**src/rqld_pkg.sv**
```systemverilog
// Shared types and constants for the ring queue with lazy delete.
`timescale 1ns / 1ps
`default_nettype none

package rqld_pkg;

  localparam int ADDR_BITS_DEF = 8;
  localparam int DATA_WIDTH_DEF = 32;
  localparam int FUNC_W = 3;
  localparam int STATUS_W = 2;
  localparam int SIZE_W = 4;
  localparam logic [SIZE_W-1:0] SIZE_LOG2_RST = 4'd8;

  typedef enum logic [FUNC_W-1:0] {
    FN_PUSH   = 3'd0,
    FN_POP    = 3'd1,
    FN_PEEK   = 3'd2,
    FN_READ   = 3'd3,
    FN_DELETE = 3'd4
  } func_e;

  typedef enum logic [STATUS_W-1:0] {
    ST_OK      = 2'd0,
    ST_FULL    = 2'd1,
    ST_EMPTY   = 2'd2,
    ST_INVALID = 2'd3
  } status_e;

  typedef enum logic [1:0] {
    S_CLEAR = 2'd0,
    S_IDLE  = 2'd1,
    S_SCAN  = 2'd2
  } state_e;

  typedef struct packed {
    logic data_we;
    logic vld_we;
    logic vld_wbit;
  } mem_ctl_t;

endpackage

`default_nettype wire

```
**src/rqld_seq.sv**
```systemverilog
// Operation sequencer: pointers, live count, slot scan, clearing sweep, result register.
`timescale 1ns / 1ps
`default_nettype none

module rqld_seq #(
  parameter int ADDR_BITS = rqld_pkg::ADDR_BITS_DEF,
  parameter int DATA_WIDTH = rqld_pkg::DATA_WIDTH_DEF
) (
  input  wire logic                          clk_i,
  input  wire logic                          rst_ni,
  input  wire logic                          start_i,
  output logic                               busy_o,
  input  wire logic [rqld_pkg::FUNC_W-1:0]   func_i,
  input  wire logic [DATA_WIDTH-1:0]         data_in_i,
  input  wire logic [ADDR_BITS-1:0]          slot_index_i,
  input  wire logic                          cfg_we_i,
  input  wire logic [ADDR_BITS-1:0]          mask_i,
  output logic      [ADDR_BITS-1:0]          raddr_o,
  output logic      [ADDR_BITS-1:0]          waddr_o,
  output logic      [DATA_WIDTH-1:0]         wdata_o,
  output rqld_pkg::mem_ctl_t                 ctl_o,
  input  wire logic [DATA_WIDTH-1:0]         rd_data_i,
  input  wire logic                          rd_vld_i,
  output logic                               done_o,
  output logic      [rqld_pkg::STATUS_W-1:0] status_o,
  output logic      [DATA_WIDTH-1:0]         data_out_o,
  output logic      [ADDR_BITS-1:0]          index_out_o,
  output logic      [ADDR_BITS:0]            live_count_o
);
  import rqld_pkg::*;

  localparam int CNT_W = ADDR_BITS + 1;

  state_e                 state_q, state_d;
  logic [FUNC_W-1:0]      op_q, op_d;
  logic [DATA_WIDTH-1:0]  din_q, din_d;
  logic [ADDR_BITS-1:0]   cur_q, cur_d;
  logic [ADDR_BITS-1:0]   head_q, head_d;
  logic [ADDR_BITS-1:0]   tail_q, tail_d;
  logic [CNT_W-1:0]       count_q, count_d;
  logic [ADDR_BITS-1:0]   clr_q, clr_d;

  logic                   done_q;
  status_e                status_q;
  logic [DATA_WIDTH-1:0]  dout_q;
  logic [ADDR_BITS-1:0]   idx_q;
  logic [CNT_W-1:0]       live_q;

  logic                   emit;
  status_e                res_status;
  logic [DATA_WIDTH-1:0]  res_data;
  logic [ADDR_BITS-1:0]   res_idx;
  logic [CNT_W-1:0]       cap;
  logic [ADDR_BITS-1:0]   nxt;
  logic [ADDR_BITS-1:0]   start_ptr;

  assign cap = {1'b0, mask_i} + CNT_W'(1);
  assign nxt = (cur_q + ADDR_BITS'(1)) & mask_i;
  assign busy_o = (state_q != S_IDLE);

  always_comb begin
    unique case (func_i) inside
      FN_PUSH:          start_ptr = tail_q;
      FN_POP, FN_PEEK:  start_ptr = head_q;
      default:          start_ptr = slot_index_i & mask_i;
    endcase
  end

  always_comb begin
    state_d    = state_q;
    op_d       = op_q;
    din_d      = din_q;
    cur_d      = cur_q;
    head_d     = head_q;
    tail_d     = tail_q;
    count_d    = count_q;
    clr_d      = clr_q;
    raddr_o    = cur_q;
    waddr_o    = cur_q;
    wdata_o    = din_q;
    ctl_o      = '0;
    emit       = 1'b0;
    res_status = ST_OK;
    res_data   = '0;
    res_idx    = '0;

    unique case (state_q)
      S_CLEAR: begin
        ctl_o.vld_we = 1'b1;
        waddr_o      = clr_q;
        if (clr_q == mask_i) begin
          state_d = S_IDLE;
        end else begin
          clr_d = clr_q + ADDR_BITS'(1);
        end
      end
      S_IDLE: begin
        raddr_o = start_ptr;
        if (start_i) begin
          op_d    = func_i;
          din_d   = data_in_i;
          cur_d   = start_ptr;
          state_d = S_SCAN;
        end
      end
      S_SCAN: begin
        case (op_q) inside
          FN_PUSH: begin
            if (count_q >= cap) begin
              emit       = 1'b1;
              res_status = ST_FULL;
            end else if (rd_vld_i) begin
              cur_d   = nxt;
              raddr_o = nxt;
            end else begin
              ctl_o.data_we  = 1'b1;
              ctl_o.vld_we   = 1'b1;
              ctl_o.vld_wbit = 1'b1;
              tail_d  = (tail_q + ADDR_BITS'(1)) & mask_i;
              count_d = count_q + CNT_W'(1);
              emit    = 1'b1;
              res_idx = cur_q;
            end
          end
          FN_POP: begin
            if (count_q == '0) begin
              emit       = 1'b1;
              res_status = ST_EMPTY;
            end else if (!rd_vld_i) begin
              cur_d   = nxt;
              raddr_o = nxt;
            end else begin
              ctl_o.vld_we = 1'b1;
              head_d   = nxt;
              count_d  = count_q - CNT_W'(1);
              emit     = 1'b1;
              res_data = rd_data_i;
              res_idx  = cur_q;
            end
          end
          FN_PEEK, FN_READ: begin
            emit = 1'b1;
            if (count_q == '0) begin
              res_status = ST_EMPTY;
            end else begin
              res_idx = cur_q;
              if (rd_vld_i) begin
                res_data = rd_data_i;
              end else begin
                res_status = ST_INVALID;
              end
            end
          end
          FN_DELETE: begin
            emit    = 1'b1;
            res_idx = cur_q;
            if (rd_vld_i) begin
              ctl_o.vld_we = 1'b1;
              if (count_q != '0) begin
                count_d = count_q - CNT_W'(1);
              end
            end else begin
              res_status = ST_INVALID;
            end
          end
          default: begin
            emit = 1'b1;
          end
        endcase
        if (emit) begin
          state_d = S_IDLE;
        end
      end
      default: begin
        state_d = S_IDLE;
      end
    endcase

    if (cfg_we_i) begin
      state_d = S_CLEAR;
      clr_d   = '0;
      head_d  = '0;
      tail_d  = '0;
      count_d = '0;
    end
  end

  always_ff @(posedge clk_i or negedge rst_ni) begin
    if (!rst_ni) begin
      state_q <= S_CLEAR;
      clr_q   <= '0;
      head_q  <= '0;
      tail_q  <= '0;
      count_q <= '0;
      done_q  <= 1'b0;
    end else begin
      state_q <= state_d;
      clr_q   <= clr_d;
      head_q  <= head_d;
      tail_q  <= tail_d;
      count_q <= count_d;
      done_q  <= emit;
    end
  end

  always_ff @(posedge clk_i) begin
    op_q  <= op_d;
    din_q <= din_d;
    cur_q <= cur_d;
    if (emit) begin
      status_q <= res_status;
      dout_q   <= res_data;
      idx_q    <= res_idx;
      live_q   <= count_d;
    end
  end

  assign done_o       = done_q;
  assign status_o     = status_q;
  assign data_out_o   = dout_q;
  assign index_out_o  = idx_q;
  assign live_count_o = live_q;

  a_count_le_cap: assert property (@(posedge clk_i) disable iff (!rst_ni)
    count_q <= cap)
    else $error("live count exceeds ring capacity");

  a_done_from_scan: assert property (@(posedge clk_i) disable iff (!rst_ni)
    done_q |-> $past(state_q == S_SCAN))
    else $error("result strobe without a scan cycle");

  a_start_to_scan: assert property (@(posedge clk_i) disable iff (!rst_ni)
    (start_i && !busy_o && !cfg_we_i) |=> (state_q == S_SCAN))
    else $error("accepted command did not enter scan");

  a_full_means_cap: assert property (@(posedge clk_i) disable iff (!rst_ni)
    (done_q && status_q == ST_FULL) |-> ($past(count_q) == $past(cap)))
    else $error("full status with free slots");

endmodule

`default_nettype wire

```
**config.mk**
```make
export PLATFORM = sky130hd
export DESIGN_NAME = rqld_seq
export DESIGN_NICKNAME = d
export VERILOG_FILES = /design/src/rqld_pkg.sv /design/src/rqld_seq.sv
export SDC_FILE = /design/constraint.sdc
export NUM_CORES = 1
export LEC_CHECK = 0
export BUFFER_PORTS_ARGS = -buffer_cell sky130_fd_sc_hd__buf_2
export CORE_MARGIN = 10
export CORE_UTILIZATION = 35
export CTS_CLUSTER_DIAMETER = 60
export DETAILED_ROUTE_END_ITERATION = 8
export PLACE_DENSITY = 0.66
export SYNTH_ARGS = -nofsm -noshare
export SYNTH_HDL_FRONTEND = slang
export SYNTH_SLANG_ARGS = --single-unit
```
**constraint.sdc**
```tcl
create_clock -name clk_i -period 7.1 [get_ports clk_i]
set_clock_uncertainty 0.15 [all_clocks]
set_input_delay 0.355 -clock clk_i [delete_from_list [all_inputs] [get_ports clk_i]]
set_output_delay 0.355 -clock clk_i [all_outputs]
set_load 0.02 [all_outputs]
```
* Word-level counts from Yosys, hierarchy flattened
Cells that the tools add are included.
Operators by class: add/subtract/negate cells 6, magnitude comparators 1, eq/ne operators 19, muxes and demuxes 83, bitwise logic cells 4, reductions and logical operators 20
Operator list (count):
- 2-to-1 mux 8 bit | 31
- 2-to-1 mux 32 bit | 4
- 2-to-1 mux 9 bit | 12
- one-hot mux 8 bit (2 select lines) | 3
- adder 8 x 1 -> 8 bit (second input constant) | 3
- bitwise AND 8 bit | 3
- 2-to-1 mux 2 bit | 11
- 2-to-1 mux 1 bit | 18
- != test 2 bit (second input constant) | 6
- nonzero test 2 bit | 6
- adder 8 x 1 -> 9 bit (second input constant) | 1
- adder 9 x 1 -> 9 bit (second input constant) | 1
- == test 3 x 2 -> 1 bit (second input constant) | 3
- greater-or-equal comparator 9 bit | 1
- logical NOT 9 bit | 1
- != test 3 bit (second input constant) | 3
- nonzero test 9 bit | 1
- subtractor 9 x 1 -> 9 bit (second input constant) | 1
- == test 8 bit | 1
- == test 3 x 1 -> 1 bit (second input constant) | 2
- logical NOT 3 bit | 2
- 2-to-1 mux 3 bit | 2
- one-hot mux 2 bit (3 select lines) | 1
- AND reduction 2 bit | 3
- 11 further kinds | 13
Word-level totals: register bits 130, input bits 88, output and inout bits 104, word-level logic and storage cells 146

* Depth between registers and ports, before layout
depth after elaboration 9, mapped depth 13, depth with buffers taken out 12

* Worst setup path before layout
No wires, ideal clock.
path kind in2reg, from in mask_i[2], to reg dout_q[0], in the netlist data_out_o[0] (enable), library setup time 0.461 ns, data arrival time 4.637 ns, required time 6.489 ns, setup slack 1.852 ns, cell stages on the path 12, path buffers 4, cell sequence clkbuf_1 and4_1 nand4_1 xor2_1 ha_1 and3_1 o311ai_2 buf_2 a31o_1 buf_6 buf_6 nor2_1
Between the ends: longest elaborated chain between the ends 6
RTL lines:
- start, declared | line rqld_seq.sv:17 | input wire logic [ADDR_BITS-1:0] mask_i,
- adder 8 x 1 -> 9 bit | line rqld_seq.sv:57 | assign cap = {1'b0, mask_i} + CNT_W'(1);
- greater-or-equal comparator 9 bit | line rqld_seq.sv:109 | if (count_q >= cap) begin
- 2-to-1 mux 1 bit | line rqld_seq.sv:109
- 2-to-1 mux 1 bit | line rqld_seq.sv:107 | case (op_q) inside
- 2-to-1 mux 1 bit (2 in a row) | line rqld_seq.sv:87 | unique case (state_q)
- named net emit | line rqld_seq.sv:49 | logic emit;
- end signal, assigned | line rqld_seq.sv:212 | dout_q <= res_data;
- end, declared | line rqld_seq.sv:45 | logic [DATA_WIDTH-1:0] dout_q;
The timed path passes the listed nets, and every way through them passes these cells. The select of a mux whose other input is x is not followed. A chain may end at the register's enable or synchronous reset.

* Worst setup path after layout
from in mask_i[1], to out raddr_o[1]
Between the ends: longest elaborated chain between the ends 6, elaborated cells on any way between the ends 12, those cells by class add/sub (1); order compare (1); mux (8); bitwise (2)
RTL lines:
- parallel branches: the longest is 5 deep, another holds adder 8 x 1 -> 9 bit
- one-hot mux 8 bit (2 select lines) * | line rqld_seq.sv:87
- end, declared | line rqld_seq.sv:18 | output logic [ADDR_BITS-1:0] raddr_o,
Every way passes the cells marked *.

==> reports/summary.json <==
{
  "status": {"value": "finished, final reports clean"},
  "num_vias": {"value": 5539},
  "postSynthCellCount": {"value": 602},
  "synth_fp_nets": {"value": 708},
  "report.power.total": {"value": 2620, "unit": "uW"},
  "final-hold-violation-count": {"value": 0},
  "clk_pin_slew_worst_paths": {"value": 0.06, "unit": "ns"},
  "critical_path_peak_fanout": {"value": 19},
  "critical_path.startpoint_type": {"value": "input port"},
  "floorplan.core_area": {"value": 18800, "unit": "sq um"},
  "area_taken_by_multi_input_logic_gates": {"value": 2760, "unit": "sq um"},
  "syn_to_final_growth": {"value": 30.0, "unit": "%"},
  "edff_count_synth": {"value": 94},
  "grt_start_max_net_pins": {"value": 53},
  "tightestPinTransition": {"value": 1.07, "unit": "ns"},
  "area.sequential": {"value": 3720, "unit": "sq um"},
  "async_set_reset_flop_share_out_of_synthesis": {"value": 27.7, "unit": "%"},
  "antenna_found_initial": {"value": 1},
  "final_max_slew_viol_count": {"value": 0},
  "cts.htree.levels": {"value": 4},
  "synth.avg_cell_area": {"value": 11.2, "unit": "sq um"},
  "stdcell_area": {"value": 8760, "unit": "sq um"},
  "clock_path_buffers": {"value": 2},
  "cts_repair_resize_count": {"value": 0},
  "placementRows": {"value": 50},
  "tritoncts": {"value": "done"},
  "accumulated_negative_setup_slack": {"value": 0, "unit": "ns"},
  "post_dp_cell_area": {"value": 7900, "unit": "sq um"},
  "final_cycle_utilization_of_the_critical_path": {"value": 62.5, "unit": "%"},
  "powerDensity": {"value": 299, "unit": "nW/um^2"},
  "synth_warnings": {"value": 0},
  "fp.dieH": {"value": 159, "unit": "um"},
  "netlist.area_leader.share": {"value": 41.9, "unit": "%"},
  "synth_top_cells_by_area": {"value": "edfxtp_1, dfrtp_1, and2_1"},
  "ys_seq_area_share": {"value": 55.2, "unit": "%"},
  "yosys_most_used_dff": {"value": "edfxtp_1"},
  "timing.final.setup_violations": {"value": 0},
  "hold_buf_cts": {"value": 33},
  "grt_setup_unrepaired": {"value": "false"},
  "hp-class": {"value": "input port to flop"},
  "max-cap-violations": {"value": 0},
  "firstDrtPassIters": {"value": 5},
  "pin_count": {"value": 192},
  "die_area": {"value": 25200, "unit": "sq um"},
  "arrival": {"value": 3.94, "unit": "ns"},
  "endpoint_class_of_the_critical_path": {"value": "output pin"},
  "placement.io_buffers": {"value": 191},
  "fin_ws": {"value": 2.66, "unit": "ns"},
  "overflow": {"value": 0},
  "antenna-diode-count": {"value": 0},
  "drc": {"value": 0},
  "cts_made_buffers": {"value": 17},
  "clock_tree.root_cell": {"value": "clkbuf_16"},
  "postRouteAntennaNets": {"value": 0},
  "drt-vias-per-instance": {"value": 5.10},
  "power.leakage": {"value": 0.00359, "unit": "uW"},
  "layout-drive-gt1-share": {"value": 30.4, "unit": "%"},
  "first_global_vias": {"value": 5635},
  "clk-insertion-delay-late": {"value": 0.42, "unit": "ns"},
  "totalWireLength": {"value": 20.6, "unit": "mm"},
  "dieWidth": {"value": 159, "unit": "um"},
  "synth_area": {"value": 6740, "unit": "sq um"},
  "worst_slew_margin_rel": {"value": 28.5, "unit": "%"},
  "cts_setup_buffers": {"value": 0},
  "grt_first_pass_wirelength": {"value": 32.9, "unit": "mm"},
  "fillers": {"value": 1721},
  "finalNetCount": {"value": 919},
  "detailedRoute.firstIterationViolations": {"value": 440},
  "detailed_place_hpwl": {"value": 15.0, "unit": "mm"},
  "count_of_clock_tree_sinks": {"value": 130},
  "initial_core_util": {"value": 35.8, "unit": "%"},
  "timing.setup.critical_path_class": {"value": "input port to output pin"},
  "period_needed": {"value": 4.44, "unit": "ns"},
  "ys_types": {"value": 66},
  "pre_cts_ws": {"value": 2.67, "unit": "ns"},
  "cp_data_required_time": {"value": 6.59, "unit": "ns"},
  "vdd_ir_drop_max": {"value": 0.000157, "unit": "V"},
  "yosys_register_bits": {"value": 130},
  "place.gp.congestion": {"value": 0.860},
  "synth_area_leader_cell": {"value": "edfxtp_1"},
  "top_achievable_clock_speed": {"value": 225, "unit": "MHz"},
  "global_route.usage.total": {"value": 16.2, "unit": "%"},
  "wl_per_cell": {"value": 19.0, "unit": "um"}
}
==> sequential cells by signal, summed over array words and instances (netlist names) <==
name	count
wdata_o	32
status_o	2
cur_q	8
done_o	1
state_q	2
data_out_o	32
head_q	8
clr_q	8
live_count_o	9
count_q	9
op_q	3
index_out_o	8
tail_q	8
==> routing by layer <==
metal	GRT usage [%]	share of wire [%]	routed length [um]	up-vias
met4	5.23	1.3	267	2
met1	20.9	45	9370	2629
li1	-	-	-	2654
met5	0	0.053	11	-
met2	25.8	47	9600	235
met3	4.05	6.7	1390	19
==> final timing paths <==
| kind | from | to | slack (ns) | cells after the start |
|---|---|---|---|---|
| worst max-delay path | mask_i[1] | raddr_o[1] | 2.66 | 11 |
| worst min-delay path | func_i[2] | op_q[2] | 0.03 | 1 |
| worst max register to register | count_q[0] | index_out_o[1] | 2.96 | 8 |
| worst min register to register | head_q[2] | head_q[2] | 0.34 | 1 |
| max in group asynchronous | rst_ni | count_q[6] | 5.74 | 2 |
| min in group asynchronous | rst_ni | done_o | 0.48 | 2 |
==> synth_stat cells, types with 4 or more instances <==
cell type	number
a21o_1	6
a21oi_1	17
a22o_1	6
a31oi_1	14
and2_1	37
and3_1	5
buf_2	6
buf_6	4
clkbuf_1	23
dfrtp_1	36
edfxtp_1	94
ha_1	18
inv_1	22
mux2i_1	23
nand2_1	49
nand3_1	30
nand4_1	8
nor2_1	51
nor2b_1	4
nor3_1	18
nor4_1	7
o21a_1	7
o21ai_0	14
o21ai_1	4
o311ai_2	8
or3_1	7
xnor2_1	23
xor2_1	4
==> layout make-up <==
cell class	count	area share [%]
sequential	130	42.5
multi-input combinational	411	31.5
timing repair buffer	230	15.2
clock buffer	18	4.90
tap	260	3.71
clock inverter	14	1.23
inverter	23	0.985
==> placed cells by master (no fill, tap or decap), types with 5 or more instances in the layout <==
master / synthesis / layout
dfrtp_1: 36 / 36
edfxtp_1: 94 / 94
inv_1: 22 / 22
xnor2_1: 23 / 23
or3_1: 7 / 7
nor4_1: 7 / 6
nor2_1: 51 / 50
nor3_1: 18 / 18
a31oi_1: 14 / 14
nand4_1: 8 / 8
o21a_1: 7 / 7
dlygate4sd3_1: 0 / 33
and2_1: 37 / 36
and3_1: 5 / 5
o21ai_0: 14 / 14
a21o_1: 6 / 6
buf_4: 2 / 6
nand2_1: 49 / 49
o311ai_2: 8 / 8
clkinvlp_4: 0 / 6
a22o_1: 6 / 6
nand3_1: 30 / 30
mux2i_1: 23 / 23
clkbuf_16: 0 / 17
ha_1: 18 / 18
a21oi_1: 17 / 17
buf_2: 6 / 191
==> cells by family (layout without fill, tap and decap cells) <==
kind of cell,after synthesis,after routing,share of synthesized area (%)
muxes,26,26,3.92
adders and majority gates,18,18,3.34
DFF,130,130,55.2
buffers and inverters,61,285,4.06
AOI/OAI and AO/OA,107,107,12.2
xor gates and xnor gates,27,27,3.51
and+or+nand+nor,233,233,17.7
==> critical path: stages <==
cell and delay [ns]:
buf_2 0.20, ha_1 0.22, nand3_1 0.12, xor2_1 0.17
ha_1 0.31, a21o_1 0.21, o311ai_2 0.76, a31o_1 0.97
nand4_1 0.24, o311ai_2 0.14, buf_2 0.22
==> per-stage QoR <==
stage / instances / utilization (%) / hold WS (ns)
after floorplan: 602 / - / -0.0906
after global placement: 1021 / 41.9 / 0.323
after detailed placement: 1021 / 41.9 / 0.331
after CTS: 1086 / 46.5 / 0.0138
after global routing: 1086 / 46.5 / 0.0257
final: 1086 / 46.5 / 0.0299
==> power by group <==
group          switching, uW  total [uW]  internal [uW]
Combinational            556         824            268
Clock                    353         802            449
Sequential              54.9         998            943
No activity file was read; power rests on OpenSTA's default activity.
